**src/hw/rtl/frm_pkg.sv**
```systemverilog
// ----------------------------------------------------------------------------
// frm_pkg
// shared widths, constants, datapath opcodes and structs of the frame rate meter
// ----------------------------------------------------------------------------
package frm_pkg;

    // frame count width, at most FEXT_W
    localparam int FRAME_COUNT_BITS = 32;

    localparam int TICK_W     = 64;
    localparam int TPS_W      = 32;
    localparam int CFG_IDX_W  = 2;
    localparam int CFG_DATA_W = 32;
    localparam int RATE_W     = 10;
    localparam int DIGIT_W    = 4;
    localparam int DCOUNT_W   = 2;

    // register indexes
    localparam logic [CFG_IDX_W-1:0] REG_TICKS_PER_SECOND = CFG_IDX_W'(0);
    localparam logic [CFG_IDX_W-1:0] REG_OVERLAY_ENABLE   = CFG_IDX_W'(1);

    localparam logic [TPS_W-1:0]  TPS_RESET = TPS_W'(19200000);
    localparam logic [RATE_W-1:0] RATE_MAX  = RATE_W'(999);

    // multiplier split: frame count extended to FEXT_W, two halves
    localparam int FEXT_W   = 48;
    localparam int MUL_HALF = FEXT_W / 2;
    localparam int PP_W     = MUL_HALF + TPS_W;
    localparam int PROD_W   = FEXT_W + TPS_W;

    // divider: quotient bits kept before saturation
    localparam int QUO_W   = 10;
    localparam int QRND_W  = QUO_W + 1;
    localparam int REM_W   = TICK_W + QUO_W;
    localparam int SHIFT_W = $clog2(QUO_W);

    // decimal split by reciprocal multiplication
    localparam int HP_W       = 16;
    localparam int TP_W       = 14;
    localparam int SUB_W      = 7;
    localparam int HUND_SHIFT = 12;
    localparam int TENS_SHIFT = 10;
    localparam logic [HP_W-1:0]   HUND_RECIP = HP_W'(41);
    localparam logic [TP_W-1:0]   TENS_RECIP = TP_W'(103);
    localparam logic [RATE_W-1:0] DEC_100    = RATE_W'(100);
    localparam logic [RATE_W-1:0] DEC_10     = RATE_W'(10);
    localparam logic [SUB_W-1:0]  DEC_10_S   = SUB_W'(10);

    localparam logic [DCOUNT_W-1:0] DCOUNT_ONE   = DCOUNT_W'(1);
    localparam logic [DCOUNT_W-1:0] DCOUNT_TWO   = DCOUNT_W'(2);
    localparam logic [DCOUNT_W-1:0] DCOUNT_THREE = DCOUNT_W'(3);

    typedef enum logic [3:0] {
        OP_NONE,
        OP_LOAD,
        OP_ELAPSED,
        OP_COMPARE,
        OP_MUL_LO,
        OP_MUL_HI,
        OP_MUL_SUM,
        OP_OVF_CHK,
        OP_DIV_STEP,
        OP_ROUND,
        OP_COMMIT,
        OP_HUND,
        OP_REM,
        OP_TENS,
        OP_ONES,
        OP_EMIT
    } t_dp_op;

    typedef struct packed {
        t_dp_op               op;
        logic [SHIFT_W-1:0]   div_shift;
    } t_dp_cmd;

    typedef struct packed {
        logic close;
        logic elapsed_zero;
    } t_dp_status;

    typedef struct packed {
        logic [RATE_W-1:0]   frame_rate;
        logic [DIGIT_W-1:0]  digit_hundreds;
        logic [DIGIT_W-1:0]  digit_tens;
        logic [DIGIT_W-1:0]  digit_ones;
        logic [DCOUNT_W-1:0] digit_count;
        logic                rate_updated;
        logic                overlay_shown;
    } t_result;

endpackage

```
**src/hw/rtl/frm_frame_if.sv**
```systemverilog
// ----------------------------------------------------------------------------
// frm_frame_if
// frame present channel: valid, ready and the present tick
// ----------------------------------------------------------------------------
interface frm_frame_if import frm_pkg::*; ();
    logic              valid;
    logic              ready;
    logic [TICK_W-1:0] present_tick;

    modport source (output valid, output present_tick, input ready);
    modport sink   (input valid, input present_tick, output ready);
endinterface

```
**src/hw/rtl/frm_rate_if.sv**
```systemverilog
// ----------------------------------------------------------------------------
// frm_rate_if
// rate readout channel: valid, ready and the result fields
// ----------------------------------------------------------------------------
interface frm_rate_if import frm_pkg::*; ();
    logic                valid;
    logic                ready;
    logic [RATE_W-1:0]   frame_rate;
    logic [DIGIT_W-1:0]  digit_hundreds;
    logic [DIGIT_W-1:0]  digit_tens;
    logic [DIGIT_W-1:0]  digit_ones;
    logic [DCOUNT_W-1:0] digit_count;
    logic                rate_updated;
    logic                overlay_shown;

    modport source (
        output valid, output frame_rate, output digit_hundreds, output digit_tens,
        output digit_ones, output digit_count, output rate_updated, output overlay_shown,
        input ready
    );
    modport sink (
        input valid, input frame_rate, input digit_hundreds, input digit_tens,
        input digit_ones, input digit_count, input rate_updated, input overlay_shown,
        output ready
    );
endinterface

```
**src/hw/rtl/frm_datapath.sv**
```systemverilog
// ----------------------------------------------------------------------------
// frm_datapath
// window state, split multiplier, restoring divider, decimal split, result register
// ----------------------------------------------------------------------------
module frm_datapath import frm_pkg::*; (
    input  logic                  i_clk,
    input  logic                  i_rst_n,
    input  logic                  i_cfg_wr_en,
    input  logic [CFG_IDX_W-1:0]  i_cfg_idx,
    input  logic [CFG_DATA_W-1:0] i_cfg_wdata,
    input  logic [TICK_W-1:0]     i_present_tick,
    input  t_dp_cmd               i_cmd,
    output t_dp_status            o_status,
    output t_result               o_result
);

    // state with reset
    logic [TPS_W-1:0]            r_tps;
    logic                        r_overlay;
    logic                        r_seeded;
    logic [TICK_W-1:0]           r_window_start;
    logic [FRAME_COUNT_BITS-1:0] r_frame_count;
    logic [RATE_W-1:0]           r_held_rate;

    // working registers
    logic [TICK_W-1:0]  r_now;
    logic [TICK_W-1:0]  r_elapsed;
    logic               r_close;
    logic               r_ezero;
    logic [PP_W-1:0]    r_pp;
    logic [PROD_W-1:0]  r_prod;
    logic               r_ovf;
    logic [REM_W-1:0]   r_rem;
    logic [QUO_W-1:0]   r_quo;
    logic [RATE_W-1:0]  r_rate_new;
    logic [DIGIT_W-1:0] r_hund;
    logic [SUB_W-1:0]   r_sub;
    logic [DIGIT_W-1:0] r_tens;
    logic [DIGIT_W-1:0] r_ones;
    t_result            r_result;

    logic [FEXT_W-1:0]   f_ext;
    logic [PP_W-1:0]     pp_lo;
    logic [PP_W-1:0]     pp_hi;
    logic [REM_W-1:0]    divisor;
    logic                div_fits;
    logic                ovf;
    logic                round_up;
    logic [QRND_W-1:0]   quo_rnd;
    logic [RATE_W-1:0]   rate_clamp;
    logic [HP_W-1:0]     hund_prod;
    logic [RATE_W-1:0]   rem100;
    logic [TP_W-1:0]     tens_prod;
    logic [SUB_W-1:0]    ones;
    logic [DCOUNT_W-1:0] dcount;

    assign f_ext    = FEXT_W'(r_frame_count);
    assign pp_lo    = PP_W'(f_ext[MUL_HALF-1:0]) * PP_W'(r_tps);
    assign pp_hi    = PP_W'(f_ext[FEXT_W-1:MUL_HALF]) * PP_W'(r_tps);

    assign divisor  = REM_W'(r_elapsed) << i_cmd.div_shift;
    assign div_fits = r_rem >= divisor;
    assign ovf      = r_prod >= (PROD_W'(r_elapsed) << QUO_W);

    // halves round up
    assign round_up   = {r_rem[TICK_W-1:0], 1'b0} >= {1'b0, r_elapsed};
    assign quo_rnd    = {1'b0, r_quo} + QRND_W'(round_up);
    assign rate_clamp = (r_ovf || quo_rnd > QRND_W'(RATE_MAX)) ? RATE_MAX
                                                               : quo_rnd[RATE_W-1:0];

    assign hund_prod = HP_W'(r_held_rate) * HUND_RECIP;
    assign rem100    = r_held_rate - RATE_W'(r_hund) * DEC_100;
    assign tens_prod = TP_W'(r_sub) * TENS_RECIP;
    assign ones      = r_sub - SUB_W'(r_tens) * DEC_10_S;

    always_comb begin
        if (r_held_rate >= DEC_100) begin
            dcount = DCOUNT_THREE;
        end else if (r_held_rate >= DEC_10) begin
            dcount = DCOUNT_TWO;
        end else begin
            dcount = DCOUNT_ONE;
        end
    end

    always_ff @(posedge i_clk) begin
        if (!i_rst_n) begin
            r_tps          <= TPS_RESET;
            r_overlay      <= 1'b0;
            r_seeded       <= 1'b0;
            r_window_start <= '0;
            r_frame_count  <= '0;
            r_held_rate    <= '0;
        end else begin
            if (i_cfg_wr_en) begin
                if (i_cfg_idx == REG_TICKS_PER_SECOND) begin
                    r_tps <= i_cfg_wdata[TPS_W-1:0];
                end else if (i_cfg_idx == REG_OVERLAY_ENABLE) begin
                    r_overlay <= i_cfg_wdata[0];
                end
            end
            if (i_cmd.op == OP_LOAD) begin
                if (!r_seeded) begin
                    r_seeded       <= 1'b1;
                    r_window_start <= i_present_tick;
                    r_frame_count  <= FRAME_COUNT_BITS'(1);
                end else if (r_frame_count != '1) begin
                    r_frame_count <= r_frame_count + FRAME_COUNT_BITS'(1);
                end
            end
            if (i_cmd.op == OP_COMMIT && r_close) begin
                r_held_rate    <= r_ezero ? '0 : r_rate_new;
                r_window_start <= r_now;
                r_frame_count  <= '0;
            end
        end
    end

    always_ff @(posedge i_clk) begin
        unique case (i_cmd.op)
            OP_LOAD:     r_now <= i_present_tick;
            OP_ELAPSED:  r_elapsed <= r_now - r_window_start;
            OP_COMPARE: begin
                r_close <= r_elapsed >= TICK_W'(r_tps);
                r_ezero <= r_elapsed == '0;
            end
            OP_MUL_LO:   r_pp <= pp_lo;
            OP_MUL_HI: begin
                r_prod <= PROD_W'(r_pp);
                r_pp   <= pp_hi;
            end
            OP_MUL_SUM:  r_prod <= r_prod + (PROD_W'(r_pp) << MUL_HALF);
            OP_OVF_CHK: begin
                r_ovf <= ovf;
                r_rem <= r_prod[REM_W-1:0];
                r_quo <= '0;
            end
            OP_DIV_STEP: begin
                if (div_fits) begin
                    r_rem <= r_rem - divisor;
                end
                r_quo <= {r_quo[QUO_W-2:0], div_fits};
            end
            OP_ROUND:    r_rate_new <= rate_clamp;
            OP_HUND:     r_hund <= hund_prod[HUND_SHIFT +: DIGIT_W];
            OP_REM:      r_sub <= rem100[SUB_W-1:0];
            OP_TENS:     r_tens <= tens_prod[TENS_SHIFT +: DIGIT_W];
            OP_ONES:     r_ones <= ones[DIGIT_W-1:0];
            OP_EMIT: begin
                r_result.frame_rate     <= r_held_rate;
                r_result.digit_hundreds <= r_hund;
                r_result.digit_tens     <= r_tens;
                r_result.digit_ones     <= r_ones;
                r_result.digit_count    <= dcount;
                r_result.rate_updated   <= r_close;
                r_result.overlay_shown  <= r_overlay;
            end
            OP_NONE, OP_COMMIT: ;
            default: ;
        endcase
    end

    assign o_status.close        = r_close;
    assign o_status.elapsed_zero = r_ezero;
    assign o_result              = r_result;

endmodule

```
**src/hw/rtl/frm_ctrl.sv**
```systemverilog
// ----------------------------------------------------------------------------
// frm_ctrl
// sequencer for one present: window check, multiply, divide, digits, hand-off
// ----------------------------------------------------------------------------
module frm_ctrl import frm_pkg::*; (
    input  logic       i_clk,
    input  logic       i_rst_n,
    input  logic       i_in_valid,
    output logic       o_in_ready,
    input  logic       i_out_ready,
    output logic       o_out_valid,
    input  t_dp_status i_status,
    output t_dp_cmd    o_cmd
);

    typedef enum logic [3:0] {
        S_IDLE,
        S_ELAP,
        S_CMP,
        S_BRANCH,
        S_MUL_LO,
        S_MUL_HI,
        S_MUL_SUM,
        S_OVF,
        S_DIV,
        S_ROUND,
        S_COMMIT,
        S_HUND,
        S_REM,
        S_TENS,
        S_ONES,
        S_EMIT
    } t_state;

    t_state             r_state;
    logic [SHIFT_W-1:0] r_shift;
    logic               r_out_valid;
    logic               emit_ok;

    assign emit_ok     = !r_out_valid || i_out_ready;
    assign o_in_ready  = (r_state == S_IDLE);
    assign o_out_valid = r_out_valid;

    always_comb begin
        o_cmd.div_shift = r_shift;
        unique case (r_state)
            S_IDLE:    o_cmd.op = i_in_valid ? OP_LOAD : OP_NONE;
            S_ELAP:    o_cmd.op = OP_ELAPSED;
            S_CMP:     o_cmd.op = OP_COMPARE;
            S_BRANCH:  o_cmd.op = OP_NONE;
            S_MUL_LO:  o_cmd.op = OP_MUL_LO;
            S_MUL_HI:  o_cmd.op = OP_MUL_HI;
            S_MUL_SUM: o_cmd.op = OP_MUL_SUM;
            S_OVF:     o_cmd.op = OP_OVF_CHK;
            S_DIV:     o_cmd.op = OP_DIV_STEP;
            S_ROUND:   o_cmd.op = OP_ROUND;
            S_COMMIT:  o_cmd.op = OP_COMMIT;
            S_HUND:    o_cmd.op = OP_HUND;
            S_REM:     o_cmd.op = OP_REM;
            S_TENS:    o_cmd.op = OP_TENS;
            S_ONES:    o_cmd.op = OP_ONES;
            S_EMIT:    o_cmd.op = emit_ok ? OP_EMIT : OP_NONE;
            default:   o_cmd.op = OP_NONE;
        endcase
    end

    always_ff @(posedge i_clk) begin
        if (!i_rst_n) begin
            r_state     <= S_IDLE;
            r_shift     <= '0;
            r_out_valid <= 1'b0;
        end else begin
            if (r_out_valid && i_out_ready) begin
                r_out_valid <= 1'b0;
            end
            unique case (r_state)
                S_IDLE: begin
                    if (i_in_valid) begin
                        r_state <= S_ELAP;
                    end
                end
                S_ELAP:    r_state <= S_CMP;
                S_CMP:     r_state <= S_BRANCH;
                S_BRANCH: begin
                    priority if (!i_status.close) begin
                        r_state <= S_HUND;
                    end else if (i_status.elapsed_zero) begin
                        r_state <= S_COMMIT;
                    end else begin
                        r_state <= S_MUL_LO;
                    end
                end
                S_MUL_LO:  r_state <= S_MUL_HI;
                S_MUL_HI:  r_state <= S_MUL_SUM;
                S_MUL_SUM: r_state <= S_OVF;
                S_OVF: begin
                    r_shift <= SHIFT_W'(QUO_W - 1);
                    r_state <= S_DIV;
                end
                S_DIV: begin
                    if (r_shift == '0) begin
                        r_state <= S_ROUND;
                    end else begin
                        r_shift <= r_shift - SHIFT_W'(1);
                    end
                end
                S_ROUND:   r_state <= S_COMMIT;
                S_COMMIT:  r_state <= S_HUND;
                S_HUND:    r_state <= S_REM;
                S_REM:     r_state <= S_TENS;
                S_TENS:    r_state <= S_ONES;
                S_ONES:    r_state <= S_EMIT;
                S_EMIT: begin
                    if (emit_ok) begin
                        r_out_valid <= 1'b1;
                        r_state     <= S_IDLE;
                    end
                end
                default:   r_state <= S_IDLE;
            endcase
        end
    end

endmodule

```
**src/hw/rtl/frame_rate_meter.sv**
```systemverilog
// sequence: an accepted present takes the elapsed and compare steps, then the digit
//   steps; a closing window with no elapsed ticks adds commit, a recomputed rate adds
//   multiply, divide, round and commit; one present at a time through the shared
//   multiplier and divider; a stalled readout holds the next one before its hand-off
// reset (synchronous, active low): window unseeded, count and held rate zero,
//   ticks_per_second 19200000, overlay off, no result pending
// ----------------------------------------------------------------------------
// frame_rate_meter
// windowed frame rate counter: counts presents over one second of ticks and
// reports the rounded rate, its decimal digits and the overlay enable
// ----------------------------------------------------------------------------
module frame_rate_meter import frm_pkg::*; (
    input  logic                  i_clk,
    input  logic                  i_rst_n,
    frm_frame_if.sink             i_frame,
    frm_rate_if.source            o_rate,
    input  logic                  i_cfg_wr_en,
    input  logic [CFG_IDX_W-1:0]  i_cfg_idx,
    input  logic [CFG_DATA_W-1:0] i_cfg_wdata
);

    // command and status between sequencer and datapath
    t_dp_cmd    dp_cmd;
    t_dp_status dp_status;
    t_result    result;
    logic       in_ready;
    logic       out_valid;

    // sequencer: takes a transaction only when idle, holds the result register
    // valid until the downstream side takes it, so the next present can start
    // while an earlier readout still waits
    frm_ctrl u_ctrl (
        .i_clk       (i_clk),
        .i_rst_n     (i_rst_n),
        .i_in_valid  (i_frame.valid),
        .o_in_ready  (in_ready),
        .i_out_ready (o_rate.ready),
        .o_out_valid (out_valid),
        .i_status    (dp_status),
        .o_cmd       (dp_cmd)
    );

    // datapath: window state, frame count, rate arithmetic and result register
    frm_datapath u_datapath (
        .i_clk          (i_clk),
        .i_rst_n        (i_rst_n),
        .i_cfg_wr_en    (i_cfg_wr_en),
        .i_cfg_idx      (i_cfg_idx),
        .i_cfg_wdata    (i_cfg_wdata),
        .i_present_tick (i_frame.present_tick),
        .i_cmd          (dp_cmd),
        .o_status       (dp_status),
        .o_result       (result)
    );

    assign i_frame.ready = in_ready;

    // readout transaction
    assign o_rate.valid          = out_valid;
    assign o_rate.frame_rate     = result.frame_rate;
    assign o_rate.digit_hundreds = result.digit_hundreds;
    assign o_rate.digit_tens     = result.digit_tens;
    assign o_rate.digit_ones     = result.digit_ones;
    assign o_rate.digit_count    = result.digit_count;
    assign o_rate.rate_updated   = result.rate_updated;
    assign o_rate.overlay_shown  = result.overlay_shown;

endmodule

```
**src/flat_wrapper.sv**
```systemverilog
// flat-port wrapper written by rule: the top's interface ports become plain ports
module frame_rate_meter_flat import frm_pkg::*;
  (i_clk, i_rst_n, i_cfg_wr_en, i_cfg_idx, i_cfg_wdata, i_frame_valid, i_frame_present_tick, i_frame_ready, o_rate_valid, o_rate_frame_rate, o_rate_digit_hundreds, o_rate_digit_tens, o_rate_digit_ones, o_rate_digit_count, o_rate_rate_updated, o_rate_overlay_shown, o_rate_ready);
  frm_frame_if i_frame_i ();
  frm_rate_if o_rate_i ();
  input  logic i_clk;
  input  logic i_rst_n;
  input  logic i_cfg_wr_en;
  input  logic [CFG_IDX_W-1:0] i_cfg_idx;
  input  logic [CFG_DATA_W-1:0] i_cfg_wdata;
  input wire logic [$bits(i_frame_i.valid)-1:0] i_frame_valid;
  input wire logic [$bits(i_frame_i.present_tick)-1:0] i_frame_present_tick;
  output wire logic [$bits(i_frame_i.ready)-1:0] i_frame_ready;
  output wire logic [$bits(o_rate_i.valid)-1:0] o_rate_valid;
  output wire logic [$bits(o_rate_i.frame_rate)-1:0] o_rate_frame_rate;
  output wire logic [$bits(o_rate_i.digit_hundreds)-1:0] o_rate_digit_hundreds;
  output wire logic [$bits(o_rate_i.digit_tens)-1:0] o_rate_digit_tens;
  output wire logic [$bits(o_rate_i.digit_ones)-1:0] o_rate_digit_ones;
  output wire logic [$bits(o_rate_i.digit_count)-1:0] o_rate_digit_count;
  output wire logic [$bits(o_rate_i.rate_updated)-1:0] o_rate_rate_updated;
  output wire logic [$bits(o_rate_i.overlay_shown)-1:0] o_rate_overlay_shown;
  input wire logic [$bits(o_rate_i.ready)-1:0] o_rate_ready;
  assign i_frame_i.valid = i_frame_valid;
  assign i_frame_i.present_tick = i_frame_present_tick;
  assign i_frame_ready = i_frame_i.ready;
  assign o_rate_valid = o_rate_i.valid;
  assign o_rate_frame_rate = o_rate_i.frame_rate;
  assign o_rate_digit_hundreds = o_rate_i.digit_hundreds;
  assign o_rate_digit_tens = o_rate_i.digit_tens;
  assign o_rate_digit_ones = o_rate_i.digit_ones;
  assign o_rate_digit_count = o_rate_i.digit_count;
  assign o_rate_rate_updated = o_rate_i.rate_updated;
  assign o_rate_overlay_shown = o_rate_i.overlay_shown;
  assign o_rate_i.ready = o_rate_ready;
  frame_rate_meter u_core (.i_clk(i_clk), .i_rst_n(i_rst_n), .i_frame(i_frame_i), .o_rate(o_rate_i), .i_cfg_wr_en(i_cfg_wr_en), .i_cfg_idx(i_cfg_idx), .i_cfg_wdata(i_cfg_wdata));
endmodule
```
**config.mk**
```make
export PLATFORM = sky130hd
export DESIGN_NAME = frame_rate_meter_flat
export DESIGN_NICKNAME = d
export VERILOG_FILES = /design/src/hw/rtl/frm_pkg.sv /design/src/hw/rtl/frm_frame_if.sv /design/src/hw/rtl/frm_rate_if.sv /design/src/hw/rtl/frm_datapath.sv /design/src/hw/rtl/frm_ctrl.sv /design/src/hw/rtl/frame_rate_meter.sv /design/src/flat_wrapper.sv
export SDC_FILE = /design/constraint.sdc
export NUM_CORES = 2
export LEC_CHECK = 0
export BUFFER_PORTS_ARGS = -buffer_cell sky130_fd_sc_hd__buf_2
export CAP_MARGIN = 10
export CELL_PAD_IN_SITES_DETAIL_PLACEMENT = 0
export CELL_PAD_IN_SITES_GLOBAL_PLACEMENT = 1
export CORE_ASPECT_RATIO = 0.9
export CORE_MARGIN = 3
export CORE_UTILIZATION = 51
export CTS_CLUSTER_DIAMETER = 120
export CTS_CLUSTER_SIZE = 40
export DETAILED_ROUTE_END_ITERATION = 16
export GPL_TIMING_DRIVEN = 0
export PLACE_DENSITY = 0.88
export REMOVE_ABC_BUFFERS = 1
export SYNTH_ARGS = -nofsm -noshare
export SYNTH_HDL_FRONTEND = slang
export SYNTH_SLANG_ARGS = --single-unit
```
**constraint.sdc**
```tcl
create_clock -name i_clk -period 10.1 [get_ports i_clk]
set_input_delay 1.515 -clock i_clk [delete_from_list [all_inputs] [get_ports i_clk]]
set_output_delay 1.515 -clock i_clk [all_outputs]
set_load 0.02 [all_outputs]
```
# Yosys cells after proc, flatten, opt, wreduce, memory -nomap -nowiden

Cells that the tools add are included.

Register bits after elaboration: 555
Latch bits: 0
Bits in writable memories: 0
ROM bits: 0
Output and inout port bits: 28
Logic and storage cells: 141
Memories: 0

Add/sub/neg operators: 8
Multiply operators: 6
Divide/modulo/power cells: 0
$lt $le $gt $ge: 7
Equality and inequality tests: 39
Shifts and indexed selects: 1
Muxes and demuxes: 26
Bitwise gates (word level): 2
Reductions and logical operators: 22

Operators by type and width:

| operator                | count |
|---|---|
| $mux W64                | 3 |
| $pmux W80 S2            | 1 |
| $pmux W74 S2            | 1 |
| $pmux W4 S16            | 2 |
| $pmux W56 S2            | 1 |
| $add A80 B80 Y80        | 1 |
| $ge A80 B74 Y1          | 1 |
| $ge A74 B74 Y1          | 1 |
| $mux W74                | 1 |
| $shl A64 B4 Y74         | 1 |
| $sub A74 B74 Y74        | 1 |
| $ge A65 B64 Y1          | 1 |
| $eq A4 B4 Y1 const B    | 16 |
| $ge A64 B32 Y1          | 1 |
| $logic_not A64 Y1       | 1 |
| $mux W32                | 2 |
| $sub A64 B64 Y64        | 1 |
| $mul A24 B32 Y56        | 1 |
| $mul A8 B32 Y40         | 1 |
| $add A32 B1 Y32 const B | 1 |
| $eq A4 B3 Y1 const B    | 8 |
| $ne A32 B32 Y1 const B  | 1 |
| $mux W4                 | 7 |
| $pmux W10 S2            | 1 |
| other kinds (30)        | 55 |

# Longest topological paths before layout

Depth after elaboration: 8
Mapped depth: 28

# Hierarchy

From an unflattened synthesis, not the netlist that was laid out.

Cells, all modules: 8116
Area total of the unflattened synthesis: 72841.1 um^2

Modules (own cells, without submodules):

| module       | times used | cells each | area an instance (um^2) |
|---|---|---|---|
| frm_datapath | 1          | 8043       | 72229.3 |
| frm_ctrl     | 1          | 73         | 611.8 |

# Least setup slack after synthesis

No wires, ideal clock.

Path kind: register to register
Start: reg u_core.u_datapath.r_frame_count[5]
End: reg u_core.u_datapath.r_pp[48] (data pin)
Setup time: 0.300 ns
Arrival time: 7.087 ns
Data required time: 9.800 ns
Slack: 2.714 ns
Cell stages (with the launch flop): 28
Buffers on the path: 3
Period minus slack after synthesis: 7.386 ns
Cell sequence: dfxtp_1 clkbuf_1 clkbuf_1 nand2_1 fa_1 inv_1 fa_1 inv_1 fa_1 fa_1 inv_1 fa_1 fa_1 inv_1 fa_1 inv_1 ha_1 clkbuf_1 and3_1 nand4_1 or4_1 o32ai_1 o21ai_1 o21ai_1 a221oi_1 o21bai_1 xnor2_1 nor2_1

Word-level cells in the longest chain between the ends: 2

RTL lines:

| what                   | RTL line            | RTL |
|---|---|---|
| start, declared        | frm_datapath.sv:22  | `logic [FRAME_COUNT_BITS-1:0] r_frame_count;` |
| start signal, assigned | frm_datapath.sv:108 | `r_frame_count <= r_frame_count + FRAME_COUNT_BITS'(1);` |
| $mul A24 B32 Y56       | frm_datapath.sv:58  | `assign pp_lo = PP_W'(f_ext[MUL_HALF-1:0]) * PP_W'(r_tps);` |
| $pmux W56 S2           | frm_datapath.sv:120 | `unique case (i_cmd.op)` |
| end signal, assigned   | frm_datapath.sv:127 | `OP_MUL_LO: r_pp <= pp_lo;` |
| end signal, assigned   | frm_datapath.sv:130 | `r_pp <= pp_hi;` |
| end, declared          | frm_datapath.sv:30  | `logic [PP_W-1:0] r_pp;` |

No other way between the ends.
A chain may end at the register's enable or synchronous reset.

# Worst setup path after layout

Start: reg u_core.u_datapath.r_tps[5]
End: reg u_core.u_datapath.r_pp[50] (data pin)

Word-level cells in the longest chain between the ends: 2

RTL lines:

| what                   | RTL line            | RTL |
|---|---|---|
| start, declared        | frm_datapath.sv:18  | `logic [TPS_W-1:0] r_tps;` |
| start signal, assigned | frm_datapath.sv:97  | `r_tps <= i_cfg_wdata[TPS_W-1:0];` |
| $mul A24 B32 Y56       | frm_datapath.sv:58  |  |
| $pmux W56 S2           | frm_datapath.sv:120 |  |

No other way between the ends.

==> summary.md <==
| Metric | Value |
|---|---|
| Critical path class | `reg -> reg` |
| Multi-input gate area | `between 0.05 and 0.06 sq mm` |
| CP Capture Type | `register` |
| Crit path max fanout | `33` |
| Routed vias/inst | `5.93` |
| Height of the die | `366 um` |
| FILL cells | `12900` |
| CTS tree | `yes` |
| Distinct cells, synth | `83` |
| Comb pwr share | `31.3%` |
| Clock root cell | `clkbuf_16` |
| Starting density of the core | `approximately half` |
| Clk_skew | `0.0832 ns` |
| Total Nets Final | `9610` |
| Number of remaining DRC errors | `0` |
| Asr flop ratio synth | `0%` |
| Buffers on Ports | `130` |
| Clk pwr share | `between 20 and 25%` |
| Capturing point of the worst reg2reg path | `u_core.u_datapath.r_pp[50]` |
| Post-layout min period | `9.67 ns` |
| Final ANT Viol Nets | `0` |
| Synth top area cells | `fa_1 (23%), edfxtp_1 (17%), ha_1 (11%)` |
| Io pins | `131` |
| Leakage | `about 0.037 uW` |
| Total gr overflow | `0` |
| Fin. Hold Viols | `0` |
| First-pass GRT wire length | `about 340000 um` |
| Dpl cells | `9811` |
| Final setup vio count | `0` |
| Top cell types by occurrence after synthesis | `inv_1 (1232), nand2_1 (1054), fa_1 (855), ha_1 (673), and2_1 (536)` |
| Max Root-Sink Buffers | `3` |
| Layout area overhead | `4.75%` |
| WL final | `217000 um` |
| # rows | `131` |
| Syn Inst Count | `between 8000 and 9000` |
| Fin worst setup slack | `about 0.43 ns` |
| Achievable Freq | `103 MHz` |
| Status | `completed` |
| Maximum vdd drop | `0.128 mV` |
| Reg power frac | `~46%` |
| Synth area leader | `fa_1` |
| Share of cells above drive strength 1 | `5.09%` |
| Max H-tree Level | `1` |
| Ys flop type | `edfxtp_1` |
| Max Cap Viol | `0` |
| Clock Latency Late Sink | `0.68 ns` |
| #FFs+latches synth | `approximately 560` |
| Hold Slack | `0.439 ns` |
| Drt pass-1 iters | `6` |
| R2R Setup Slk | `0.43 ns` |
| CP startpoint kind | `register` |
| Worst slew pin tran | `1.11 ns` |
| Initial antenna violation count | `13` |
| CP endpoint | `u_core.u_datapath.r_pp[50]` |
| R2R Path Start | `u_core.u_datapath.r_tps[5]` |
| Post-synth EDFFs | `406` |
| Switching share of power | `37.0%` |
| RSZ-0062 raised after global routing | `no` |
| Via count | `just under 60000` |
| Synth top area share | `a little under a quarter` |
| R2R cell count | `23` |
| Std-Cell Core Area | `0.142 sq mm` |
| Req. time, crit path | `between 10 and 15 ns` |
| Sequential Area | `0.0152 sq mm` |
| Die area | `0.148 sq mm` |
| Pwr Density | `a little under 80 mW/mm^2` |
| GP Congestion | `0.952` |
| Number of synthesis warnings | `0` |
| Syn Area/Cell | `8.93 sq um` |
| Final cell count without fillers | `9858` |
| Vias in the first global route | `~59000` |
| Clock Sinks | `around 560` |
| DIE WIDTH | `406 um` |
| Total track usage | `29.3%` |
| Num CTS Buffers | `23` |
| Critical Path AT | `roughly 10 ns` |
| Final Total Pwr | `6070 uW` |
| Pint | `3820 uW` |
| Mapped cell area | `0.0734 sq mm` |
| Pre-CTS setup slack | `-0.369 ns` |
| Starting DRC count in detailed routing | `5640` |
| Largest net degree at the start of global routing | `100` |
| Hpwl dp | `174000 um` |
| Routed len/inst | `22.0 um` |
| Max-slew violation count | `0` |
| Part of the cycle the worst path needs | `95.8%` |
| Worst min-delay path class | `reg -> reg` |
| Setup TNS | `0 ns` |
| Worst Setup SP | `u_core.u_datapath.r_tps[5]` |
| Switching pwr | `2240 uW` |
| Seq/Total Area, Yosys | `about a fifth` |
| Most numerous cell in the Yosys netlist | `inv_1` |
| Clock Pin Slew Worst Setup and Hold Paths | `0.13 ns` |
| Rel. slew slack | `between 20% and 30%` |
## metrics by stage
stage,area [sq um],util [%]
6_report,76900,54.0
3_5_place_dp,75900,53.4
3_3_place_gp,74600,52.5
2_1_floorplan,71700,-
5_1_grt,76900,54.0
4_1_cts,76800,54.0
## registers in the layout, indices dropped and copies added (netlist names), 7 cells and up
name and flops:
u_core.u_datapath.o_result 26, u_core.u_datapath.r_elapsed 64, u_core.u_datapath.r_frame_count 32, u_core.u_datapath.r_held_rate 10, u_core.u_datapath.r_now 64, u_core.u_datapath.r_pp 56, u_core.u_datapath.r_prod 80, u_core.u_datapath.r_quo 10
u_core.u_datapath.r_rate_new 10, u_core.u_datapath.r_rem 74, u_core.u_datapath.r_sub 7, u_core.u_datapath.r_tps 32, u_core.u_datapath.r_window_start 64
## layout make-up
class / count / area share [%]
multi-input cells: 5974 / 67.6
flip-flops and latches: 555 / 19.8
inverters: 1236 / 6.05
well taps: 1862 / 3.03
repair buffers: 189 / 2.42
clock buffers: 26 / 0.763
clock inverters: 15 / 0.353
diodes: 1 / 0.00326
## layer usage
layer,vias to the layer above,part of all wire [%],global-route usage [%]
met5,-,0.012,0
met4,4,2.3,6.15
met3,285,8.9,4.18
met2,2383,43,44.4
met1,29200,46,44.4
li1,26600,-,-
## worst max-delay path: stages, from the launching register on
cell and delay (ns):
dfxtp_2 0.96, inv_1 0.27, nor2_1 0.41, fa_1 0.48, inv_1 0.07, fa_1 0.41
inv_1 0.09, fa_1 0.42, fa_1 0.54, fa_1 0.52, fa_1 0.54, inv_1 0.06
fa_1 0.54, inv_1 0.04, ha_1 0.43, and3_1 0.32, nand4_1 0.25, or4_1 0.57
o32ai_1 0.71, o21ai_0 0.47, and4_1 0.32, o21ai_1 0.30, a21oi_1 0.13, nor3_1 0.54
## cell usage in the layout (no fill, tap or decap), drive strengths merged, types with 14 or more instances in the layout
master  count
a211oi    102
a21boi     14
a21o      236
a21oi     437
a31oi      57
and2      536
and3       65
and4       20
buf       189
clkbuf     26
dfxtp     149
edfxtp    406
fa        855
ha        673
inv      1243
mux2i      93
mux4       59
nand2    1054
nand2b     58
nand3      92
nand4     124
nor2      361
nor2b      37
nor3       49
nor3b      17
nor4       33
o211ai     35
o21a       33
o21ai     355
o21bai     57
o31ai      25
or2        23
or3        25
xnor2     180
xor2      129
## logic make-up after synthesis
| family | count (synthesis) | share of synthesized area [%] |
|---|---|---|
| simple gates | 2519 | 16.6 |
| buf+inv | 1690 | 8.66 |
| fa+ha+maj | 1529 | 34.8 |
| compound gates | 1459 | 12.4 |
| flops | 555 | 20.7 |
| xor+xnor | 309 | 3.69 |
| mux | 158 | 3.17 |
## power groups by stage
stage / Clock, uW / Combinational, uW / Sequential (uW)
global placement: 0 / 1810 / 2860
CTS: 1390 / 1860 / 2790
floorplan: 0 / 1340 / 2750
detailed placement: 0 / 1850 / 2840
finish: 1370 / 1900 / 2800
global route: 1470 / 2090 / 2820
## worst min-delay path by stage
stage                           startpoint                             end  slack (ns)  depth (start not counted)
4_1_cts        u_core.u_datapath.r_ones[0]   u_core.u_datapath.o_result[4]        0.44                          0
2_1_floorplan  u_core.u_datapath.r_tens[3]  u_core.u_datapath.o_result[11]        0.40                          0
5_1_grt        u_core.u_datapath.r_ones[0]   u_core.u_datapath.o_result[4]        0.44                          0
3_3_place_gp   u_core.u_datapath.r_ones[0]   u_core.u_datapath.o_result[4]        0.41                          0
6_report       u_core.u_datapath.r_ones[0]   u_core.u_datapath.o_result[4]        0.44                          0
3_5_place_dp   u_core.u_datapath.r_ones[0]   u_core.u_datapath.o_result[4]        0.41                          0
## timing repair
item	4_1_cts	5_1_grt
setup endpoints to repair	9	7
pin swaps	0	0
resized for setup	1	1
buffers inserted	0	3
endpoints found under the hold margin	0	0
hold buffers	0	0
No activity file was read; power rests on OpenSTA's default activity.
